## config.mk

```make
export PLATFORM = sky130hd
export DESIGN_NAME = i2c_byte_master_unit
export DESIGN_NICKNAME = d
export VERILOG_FILES = /design/src/hdl/i2cbm_pkg.sv /design/src/hdl/i2c_byte_master_unit.sv /design/src/hdl/i2cbm_core.sv
export SDC_FILE = /design/constraint.sdc
export NUM_CORES = 1
export LEC_CHECK = 0
export BUFFER_PORTS_ARGS = -buffer_cell sky130_fd_sc_hd__clkbuf_2
export CORE_MARGIN = 2
export CORE_UTILIZATION = 34
export DETAILED_ROUTE_END_ITERATION = 10
export GPL_ROUTABILITY_DRIVEN = 0
export GPL_TIMING_DRIVEN = 0
export SLEW_MARGIN = 0
export SYNTH_ARGS = -nofsm -noshare
export SYNTH_HDL_FRONTEND = slang
export SYNTH_SLANG_ARGS = --single-unit
```

## constraint.sdc

```tcl
create_clock -name clock -period 9.55 [get_ports clock]
set_clock_uncertainty 0.15 [all_clocks]
set_input_delay 1.91 -clock clock [delete_from_list [all_inputs] [get_ports clock]]
set_output_delay 1.91 -clock clock [all_outputs]
set_load 0.02 [all_outputs]
```

## src/hdl/i2cbm_pkg.sv

```systemverilog
// Package for the byte-level I2C master: payload and config types, phase codes,
// command codes, register indexes and reset values.
// No dependencies.
package i2cbm_pkg;

   localparam int HalfPeriodWidth = 16;
   localparam int TimeoutWidth    = 8;
   localparam int CsrIndexWidth   = 2;
   localparam int CsrDataWidth    = 16;

   localparam logic [HalfPeriodWidth-1:0] HalfPeriodReset = 16'd250;
   localparam logic [TimeoutWidth-1:0]    TimeoutReset    = 8'd50;

   // register indexes
   localparam logic [CsrIndexWidth-1:0] CSR_HALF_PERIOD = 2'd0;
   localparam logic [CsrIndexWidth-1:0] CSR_ACK_TIMEOUT = 2'd1;

   // command codes
   localparam logic [2:0] CMD_NONE     = 3'd0;
   localparam logic [2:0] CMD_START    = 3'd1;
   localparam logic [2:0] CMD_STOP     = 3'd2;
   localparam logic [2:0] CMD_WRITE    = 3'd3;
   localparam logic [2:0] CMD_RD_ACK   = 3'd4;
   localparam logic [2:0] CMD_RD_NACK  = 3'd5;

   // controller phases
   localparam logic [3:0] PH_IDLE    = 4'd0;
   localparam logic [3:0] PH_ST_A    = 4'd1;
   localparam logic [3:0] PH_ST_B    = 4'd2;
   localparam logic [3:0] PH_SP_A    = 4'd3;
   localparam logic [3:0] PH_SP_B    = 4'd4;
   localparam logic [3:0] PH_WR_LOW  = 4'd5;
   localparam logic [3:0] PH_WR_HIGH = 4'd6;
   localparam logic [3:0] PH_AK_REL  = 4'd7;
   localparam logic [3:0] PH_AK_HIGH = 4'd8;
   localparam logic [3:0] PH_AK_POLL = 4'd9;
   localparam logic [3:0] PH_TO_A    = 4'd10;
   localparam logic [3:0] PH_TO_B    = 4'd11;
   localparam logic [3:0] PH_RD_LOW  = 4'd12;
   localparam logic [3:0] PH_RD_HIGH = 4'd13;
   localparam logic [3:0] PH_RA_LOW  = 4'd14;
   localparam logic [3:0] PH_RA_HIGH = 4'd15;

   typedef struct packed {
      logic [2:0] cmd;
      logic [7:0] data_in;
      logic       sda_in;
   } req_type;

   typedef struct packed {
      logic       scl_out;
      logic       sda_out;
      logic       busy_res;
      logic       done_res;
      logic       ack_error;
      logic [7:0] read_data;
   } rsp_type;

   typedef struct packed {
      logic [HalfPeriodWidth-1:0] half_period_ticks;
      logic [TimeoutWidth-1:0]    ack_timeout;
   } cfg_type;

endpackage

```

## src/hdl/i2c_byte_master_unit.sv

```systemverilog
// A word's result reaches rsp_data through the input register, then the result
// register. Throughput: one word per cycle, each word being one bus tick, while
// rsp_stall does not hold the result register; the result register frees as it is taken.
// Synchronous active-high reset: controller idle, SCL and SDA released,
// counters and read byte zero, half period 250 ticks, ack timeout 50.
// Top level of the I2C byte master; depends on i2cbm_pkg and i2cbm_core.
module i2c_byte_master_unit #(
   parameter logic [i2cbm_pkg::HalfPeriodWidth-1:0] HALF_PERIOD_RESET =
      i2cbm_pkg::HalfPeriodReset,
   parameter logic [i2cbm_pkg::TimeoutWidth-1:0] ACK_TIMEOUT_RESET =
      i2cbm_pkg::TimeoutReset
) (
   input  logic                                  clock,
   input  logic                                  reset,
   input  logic                                  req_valid,
   output logic                                  req_stall,
   input  i2cbm_pkg::req_type                    req_data,
   output logic                                  rsp_valid,
   input  logic                                  rsp_stall,
   output i2cbm_pkg::rsp_type                    rsp_data,
   input  logic                                  csr_we,
   input  logic [i2cbm_pkg::CsrIndexWidth-1:0]   csr_index,
   input  logic [i2cbm_pkg::CsrDataWidth-1:0]    csr_wdata
);

   i2cbm_pkg::req_type req_ff;
   logic               req_valid_ff;
   i2cbm_pkg::rsp_type rsp_ff;
   logic               rsp_valid_ff;
   i2cbm_pkg::cfg_type cfg_ff;
   i2cbm_pkg::rsp_type rsp_next;
   logic               out_free;
   logic               step_en;

   assign out_free  = !rsp_valid_ff || !rsp_stall;
   assign step_en   = req_valid_ff && out_free;
   assign req_stall = req_valid_ff && !out_free;
   assign rsp_valid = rsp_valid_ff;
   assign rsp_data  = rsp_ff;

   always_ff @(posedge clock) begin
      if (reset) begin
         cfg_ff.half_period_ticks <= HALF_PERIOD_RESET;
         cfg_ff.ack_timeout       <= ACK_TIMEOUT_RESET;
      end else if (csr_we) begin
         case (csr_index)
            i2cbm_pkg::CSR_HALF_PERIOD:
               cfg_ff.half_period_ticks <= csr_wdata[i2cbm_pkg::HalfPeriodWidth-1:0];
            i2cbm_pkg::CSR_ACK_TIMEOUT:
               cfg_ff.ack_timeout <= csr_wdata[i2cbm_pkg::TimeoutWidth-1:0];
            default: begin
            end
         endcase
      end
   end

   always_ff @(posedge clock) begin
      if (reset) begin
         req_valid_ff <= 1'b0;
      end else if (!req_stall) begin
         req_valid_ff <= req_valid;
      end
   end

   always_ff @(posedge clock) begin
      if (!req_stall && req_valid) begin
         req_ff <= req_data;
      end
   end

   always_ff @(posedge clock) begin
      if (reset) begin
         rsp_valid_ff <= 1'b0;
      end else if (out_free) begin
         rsp_valid_ff <= req_valid_ff;
      end
   end

   always_ff @(posedge clock) begin
      if (step_en) begin
         rsp_ff <= rsp_next;
      end
   end

   i2cbm_core u_core (
      .clock    (clock),
      .reset    (reset),
      .step_en  (step_en),
      .req      (req_ff),
      .cfg      (cfg_ff),
      .rsp_next (rsp_next)
   );

endmodule

```

## src/hdl/i2cbm_core.sv

```systemverilog
// Bus controller of the I2C byte master: phase register, bit/tick counters and
// line levels, advanced by one tick per word. Depends on i2cbm_pkg.
module i2cbm_core (
   input  logic               clock,
   input  logic               reset,
   input  logic               step_en,
   input  i2cbm_pkg::req_type req,
   input  i2cbm_pkg::cfg_type cfg,
   output i2cbm_pkg::rsp_type rsp_next
);

   logic [3:0]  phase_ff, phase_in;
   logic [3:0]  bit_index_ff, bit_index_in;
   logic [7:0]  shift_ff, shift_in;
   logic [15:0] tick_ff, tick_in;
   logic [7:0]  ack_wait_ff, ack_wait_in;
   logic        scl_ff, scl_in;
   logic        sda_ff, sda_in;
   logic        send_ack_ff, send_ack_in;
   logic [7:0]  last_read_ff, last_read_in;

   logic [15:0] tick_inc;
   logic [15:0] tick_adv;
   logic        elapsed;
   logic [3:0]  bit_inc;
   logic [7:0]  shift_up;
   logic        done, err;

   assign tick_inc = tick_ff + 16'd1;
   // zero half period behaves as one; a wrapped count also ends the period
   assign elapsed  = (tick_inc >= cfg.half_period_ticks) || (tick_inc == 16'd0);
   assign tick_adv = elapsed ? 16'd0 : tick_inc;
   assign bit_inc  = bit_index_ff + 4'd1;
   assign shift_up = {shift_ff[6:0], 1'b0};

   always_comb begin
      phase_in     = phase_ff;
      bit_index_in = bit_index_ff;
      shift_in     = shift_ff;
      tick_in      = tick_ff;
      ack_wait_in  = ack_wait_ff;
      scl_in       = scl_ff;
      sda_in       = sda_ff;
      send_ack_in  = send_ack_ff;
      last_read_in = last_read_ff;
      done         = 1'b0;
      err          = 1'b0;

      case (phase_ff)
         i2cbm_pkg::PH_IDLE: begin
            case (req.cmd)
               i2cbm_pkg::CMD_START: begin
                  scl_in   = 1'b1;
                  sda_in   = 1'b1;
                  phase_in = i2cbm_pkg::PH_ST_A;
                  tick_in  = '0;
               end
               i2cbm_pkg::CMD_STOP: begin
                  scl_in   = 1'b0;
                  sda_in   = 1'b0;
                  phase_in = i2cbm_pkg::PH_SP_A;
                  tick_in  = '0;
               end
               i2cbm_pkg::CMD_WRITE: begin
                  shift_in     = req.data_in;
                  bit_index_in = '0;
                  ack_wait_in  = '0;
                  scl_in       = 1'b0;
                  sda_in       = req.data_in[7];
                  phase_in     = i2cbm_pkg::PH_WR_LOW;
                  tick_in      = '0;
               end
               i2cbm_pkg::CMD_RD_ACK, i2cbm_pkg::CMD_RD_NACK: begin
                  send_ack_in  = (req.cmd == i2cbm_pkg::CMD_RD_ACK);
                  shift_in     = '0;
                  bit_index_in = '0;
                  scl_in       = 1'b0;
                  sda_in       = 1'b1;
                  phase_in     = i2cbm_pkg::PH_RD_LOW;
                  tick_in      = '0;
               end
               default: begin
               end
            endcase
         end
         i2cbm_pkg::PH_ST_A: begin
            tick_in = tick_adv;
            if (elapsed) begin
               sda_in   = 1'b0;
               phase_in = i2cbm_pkg::PH_ST_B;
            end
         end
         i2cbm_pkg::PH_ST_B: begin
            tick_in = tick_adv;
            if (elapsed) begin
               scl_in   = 1'b0;
               phase_in = i2cbm_pkg::PH_IDLE;
               done     = 1'b1;
            end
         end
         i2cbm_pkg::PH_SP_A, i2cbm_pkg::PH_TO_A: begin
            tick_in = tick_adv;
            if (elapsed) begin
               scl_in   = 1'b1;
               sda_in   = 1'b1;
               phase_in = (phase_ff == i2cbm_pkg::PH_SP_A) ? i2cbm_pkg::PH_SP_B
                                                           : i2cbm_pkg::PH_TO_B;
            end
         end
         i2cbm_pkg::PH_SP_B, i2cbm_pkg::PH_TO_B: begin
            tick_in = tick_adv;
            if (elapsed) begin
               err      = (phase_ff == i2cbm_pkg::PH_TO_B);
               phase_in = i2cbm_pkg::PH_IDLE;
               done     = 1'b1;
            end
         end
         i2cbm_pkg::PH_WR_LOW: begin
            tick_in = tick_adv;
            if (elapsed) begin
               scl_in   = 1'b1;
               phase_in = i2cbm_pkg::PH_WR_HIGH;
            end
         end
         i2cbm_pkg::PH_WR_HIGH: begin
            tick_in = tick_adv;
            if (elapsed) begin
               scl_in       = 1'b0;
               shift_in     = shift_up;
               bit_index_in = bit_inc;
               if (bit_inc < 4'd8) begin
                  sda_in   = shift_up[7];
                  phase_in = i2cbm_pkg::PH_WR_LOW;
               end else begin
                  sda_in   = 1'b1;
                  phase_in = i2cbm_pkg::PH_AK_REL;
               end
            end
         end
         i2cbm_pkg::PH_AK_REL: begin
            tick_in = tick_adv;
            if (elapsed) begin
               scl_in   = 1'b1;
               phase_in = i2cbm_pkg::PH_AK_HIGH;
            end
         end
         i2cbm_pkg::PH_AK_HIGH: begin
            tick_in = tick_adv;
            if (elapsed) begin
               phase_in = i2cbm_pkg::PH_AK_POLL;
            end
         end
         i2cbm_pkg::PH_AK_POLL: begin
            // sample SDA at the start of each half period
            if (tick_ff == 16'd0) begin
               if (!req.sda_in) begin
                  scl_in   = 1'b0;
                  phase_in = i2cbm_pkg::PH_IDLE;
                  done     = 1'b1;
               end else if (ack_wait_ff >= cfg.ack_timeout) begin
                  scl_in   = 1'b0;
                  sda_in   = 1'b0;
                  phase_in = i2cbm_pkg::PH_TO_A;
               end else begin
                  ack_wait_in = ack_wait_ff + 8'd1;
                  tick_in     = (cfg.half_period_ticks <= 16'd1) ? 16'd0 : 16'd1;
               end
            end else begin
               tick_in = tick_adv;
            end
         end
         i2cbm_pkg::PH_RD_LOW: begin
            tick_in = tick_adv;
            if (elapsed) begin
               scl_in   = 1'b1;
               shift_in = {shift_ff[6:0], req.sda_in};
               phase_in = i2cbm_pkg::PH_RD_HIGH;
            end
         end
         i2cbm_pkg::PH_RD_HIGH: begin
            tick_in = tick_adv;
            if (elapsed) begin
               scl_in       = 1'b0;
               bit_index_in = bit_inc;
               if (bit_inc < 4'd8) begin
                  phase_in = i2cbm_pkg::PH_RD_LOW;
               end else begin
                  sda_in   = !send_ack_ff;
                  phase_in = i2cbm_pkg::PH_RA_LOW;
               end
            end
         end
         i2cbm_pkg::PH_RA_LOW: begin
            tick_in = tick_adv;
            if (elapsed) begin
               scl_in   = 1'b1;
               phase_in = i2cbm_pkg::PH_RA_HIGH;
            end
         end
         i2cbm_pkg::PH_RA_HIGH: begin
            tick_in = tick_adv;
            if (elapsed) begin
               scl_in       = 1'b0;
               last_read_in = shift_ff;
               phase_in     = i2cbm_pkg::PH_IDLE;
               done         = 1'b1;
            end
         end
         default: begin
            phase_in = i2cbm_pkg::PH_IDLE;
            tick_in  = '0;
         end
      endcase
   end

   always_comb begin
      rsp_next.scl_out   = scl_in;
      rsp_next.sda_out   = sda_in;
      rsp_next.busy_res  = (phase_in != i2cbm_pkg::PH_IDLE);
      rsp_next.done_res  = done;
      rsp_next.ack_error = err;
      rsp_next.read_data = last_read_in;
   end

   always_ff @(posedge clock) begin
      if (reset) begin
         phase_ff     <= i2cbm_pkg::PH_IDLE;
         bit_index_ff <= '0;
         shift_ff     <= '0;
         tick_ff      <= '0;
         ack_wait_ff  <= '0;
         scl_ff       <= 1'b1;
         sda_ff       <= 1'b1;
         send_ack_ff  <= 1'b0;
         last_read_ff <= '0;
      end else if (step_en) begin
         phase_ff     <= phase_in;
         bit_index_ff <= bit_index_in;
         shift_ff     <= shift_in;
         tick_ff      <= tick_in;
         ack_wait_ff  <= ack_wait_in;
         scl_ff       <= scl_in;
         sda_ff       <= sda_in;
         send_ack_ff  <= send_ack_in;
         last_read_ff <= last_read_in;
      end
   end

   a_error_with_done: assert property (@(posedge clock) disable iff (reset)
      rsp_next.ack_error |-> rsp_next.done_res)
      else $error("ack error without command completion");

   a_done_goes_idle: assert property (@(posedge clock) disable iff (reset)
      step_en && rsp_next.done_res |=> phase_ff == i2cbm_pkg::PH_IDLE)
      else $error("controller not idle after completion");

   a_idle_tick_clear: assert property (@(posedge clock) disable iff (reset)
      phase_ff == i2cbm_pkg::PH_IDLE |-> tick_ff == 16'd0)
      else $error("tick counter running while idle");

   a_bit_range: assert property (@(posedge clock) disable iff (reset)
      bit_index_ff <= 4'd8)
      else $error("bit index beyond byte");

   a_scl_high_phase: assert property (@(posedge clock) disable iff (reset)
      phase_ff == i2cbm_pkg::PH_WR_HIGH || phase_ff == i2cbm_pkg::PH_RD_HIGH ||
      phase_ff == i2cbm_pkg::PH_AK_POLL || phase_ff == i2cbm_pkg::PH_RA_HIGH
      |-> scl_ff)
      else $error("SCL low during a high half period");

endmodule

```

==> results.sh <==
export IMPL_hold_violations=0
export IMPL_numClockSinks=102
export IMPL_postCtsHoldBufs=0
export IMPL_numCtsBuffers=9
export IMPL_yosysSeqAreaShare=0.393
export IMPL_synth_area_mm2=0.00583
export IMPL_min_path_type="flip-flop to flip-flop"
export IMPL_fin_tns_setup_ps=0
export IMPL_cts_resized_gates=0
export IMPL_rsz0062_at_grt="false"
export IMPL_leakage_nw=2.60
export IMPL_crit_path_max_incr_delay_ps=540
export IMPL_cp_arrival_ps=4830
export IMPL_drc=0
export IMPL_endpoint_kind="flip-flop"
export IMPL_power_density_mw_per_mm2=147
export IMPL_vias=5206
export IMPL_ctsRootBufferMaster="clkbuf_16"
export IMPL_grt_total_usage=0.172
export IMPL_wl_um=15100
export IMPL_drive_gt1_frac=0.138
export IMPL_crit_chain="ha_1 -> buf_2 -> nand3_2 -> or3_1 -> xnor2_1 -> ha_1 -> a211oi_1 -> nor2_1 -> nor4_1 -> o41ai_2 -> or3_1 -> buf_2 -> buf_2 -> nor2_1 -> nand3_1 -> a21oi_1"
export IMPL_die_area_mm2=0.0182
export IMPL_fin_crit_ps=4690
export IMPL_cap_violations=0
export IMPL_tightest_slew_ps=1220
export IMPL_antenna_found_initial=0
export IMPL_synth_edf_count=25
export IMPL_syn_area_per_cell_um2=8.29
export IMPL_port_buffers=48
export IMPL_synthTopCellsByArea="dfxtp_1, edfxtp_1, ha_1"
export IMPL_yosys_top_cells_count="nand2_1, dfxtp_1, nor2_1"
export IMPL_netlist_top_cell_by_area="dfxtp_1"
export IMPL_drt_initial_drc_count=404
export IMPL_drtAntennaViolNets=0
export IMPL_start_util=0.349
export IMPL_relSlewSlack=0.182
export IMPL_wl_per_cell_um=15.3
export IMPL_crit_type="flip-flop to flip-flop"
export IMPL_setup_slack_ps=4860
export IMPL_setup_viol=0
export IMPL_die_h_um=135
export IMPL_synth_seq_cells=102
export IMPL_vias_per_cell=5.27
export IMPL_cp_slowest_cell="dfxtp_1"
export IMPL_synth_top_area_frac=0.264
export IMPL_slew_violations=0
export IMPL_vdd_drop_max_mv=0.0957
export IMPL_netlist_instances=704
export IMPL_cp_common_cell="buf_2"
export IMPL_synthFlopType="dfxtp_1"
export IMPL_async_flop_share=0
export IMPL_cts_tree="done"
export IMPL_fillers=1743
export IMPL_h_tree_depth=3
export IMPL_clk_latency_ps=360
export IMPL_synth_fp_nets=768
export IMPL_synth_cell_types=69
export IMPL_row_count=47
export IMPL_start_kind="flip-flop"
export IMPL_clockBufferDepth=2
export IMPL_gr_total_overflow=0
export IMPL_grt_max_degree=23
export IMPL_status="complete, no violations"
export IMPL_post_place_ws_ps=5040
export IMPL_ys_warn_count=0
export IMPL_synthToLayoutAreaGrowth_pct=14.5
export IMPL_cts_setup_buffers=0
export IMPL_io_pins=50
export IMPL_rrSetupSlack_ps=4860
export IMPL_period_share=0.491
export IMPL_insertedDiodeCount=0
export IMPL_fmax_mhz=213
export IMPL_drt_pass1_iterations=6
export IMPL_hpwl_um=11300
export IMPL_grt_pass1_vias=4798
export IMPL_worstPathMaxFanout=10
export IMPL_cp_required_ps=9690
export IMPL_fp_dieW_um=135
export IMPL_cts_reportedPaths_clkPinSlew_ps=70
export IMPL_finalNetCount=827
export IMPL_grt_first_pass_wirelength_um=24900
export IMPL_synth_most_common_cell="nand2_1"
export IMPL_core_area_mm2=0.0167
[worst max-delay path, delay by kind of cell, from the launching register on]
kind	cells	cell delay, ps
flip-flops	1	540
adder cells (fa/ha/maj)	2	400
AO/OA/AOI/OAI	3	630
XOR/XNOR	1	180
buffers and inverters	3	610
AND/OR/NAND/NOR	7	2100
[kinds of logic after synthesis]
kind of cell | count (synthesis) | share of synthesized area
AO/OA/AOI/OAI | 178 | 0.192
flip-flops | 102 | 0.393
multiplexers | 10 | 0.0176
AND/OR/NAND/NOR | 279 | 0.239
buffers and inverters | 85 | 0.0643
adder cells (fa/ha/maj) | 29 | 0.0622
XOR/XNOR | 21 | 0.0315
[metrics by stage]
| step | instance area, um^2 | hold WS (ps) | total power, W | instances | utilization |
|---|---|---|---|---|---|
| detailed placement | 6360 | 309 | 0.000589 | 972 | 0.381 |
| CTS | 6680 | 320 | 0.000991 | 988 | 0.400 |
| floorplan | 5830 | 291 | 0.000550 | 704 | - |
| global placement | 6350 | 303 | 0.000590 | 972 | 0.380 |
| finish | 6680 | 319 | 0.000982 | 988 | 0.400 |
| global route | 6680 | 333 | 0.00103 | 988 | 0.400 |
[power by group]
group | switching (W) | total, W | internal [W]
Sequential | 0.00000868 | 0.000465 | 0.000456
Clock | 0.000168 | 0.000400 | 0.000232
Combinational | 0.0000771 | 0.000116 | 0.0000393
[routing by layer]
layer,share of wire,global-route usage,vias to the layer above,wire [um]
met2,0.45,0.262,122,6740
li1,-,-,2634,-
met4,0.012,0.0422,0,179
met5,0,0,-,0
met1,0.49,0.247,2436,7360
met3,0.055,0.0394,14,824
[area by class of cell]
| cell class | count | area (um^2) | share of cell area |
|---|---|---|---|
| plain buffers | 42 | 214 | 0.0320 |
| repair buffers | 48 | 240 | 0.0360 |
| clock buffers | 10 | 229 | 0.0343 |
| inverters | 43 | 161 | 0.0242 |
| clock inverters | 6 | 91.3 | 0.0137 |
| multi-input cells | 517 | 3170 | 0.475 |
| flip-flops and latches | 102 | 2290 | 0.343 |
| well taps | 220 | 275 | 0.0412 |
[flip-flops by register name, summed over array words and instances, names as in the netlist]
name and count:
cfg_ff 24, u_core.tick_ff 16, rsp_data 13, req_ff 12, u_core.ack_wait_ff 8, u_core.last_read_ff 8
u_core.shift_ff 8, u_core.bit_index_ff 4, u_core.phase_ff 4, req_valid_ff 1, rsp_valid 1, u_core.scl_ff 1
u_core.sda_ff 1, u_core.send_ack_ff 1
[cell usage in the layout (no fill, tap or decap), drive strengths merged, types with 3 or more instances in the layout]
cell,n
nand3,19
or4,4
nand2,84
edfxtp,25
clkbuf,83
nor2b,9
xnor2,13
or3,12
nand2b,9
and3,8
nor2,70
mux2i,8
a311oi,6
dfxtp,77
ha,29
nand3b,4
nor4,15
or2,3
o41ai,4
o211ai,11
inv,46
and2,3
buf,17
a211oi,11
o21a,3
o21ai,46
or3b,4
a21o,5
nand4,13
xor2,8
a21oi,64
nor3,19
[final timing paths]
kind                           from           endpoint  cells after the start
setup / recovery  u_core.tick_ff[0]  u_core.tick_ff[7]                     16
hold / removal            cfg_ff[8]          cfg_ff[8]                      2
setup reg to reg  u_core.tick_ff[0]  u_core.tick_ff[7]                     16
hold reg to reg           cfg_ff[8]          cfg_ff[8]                      2
Power figures use the tool's default switching activity.
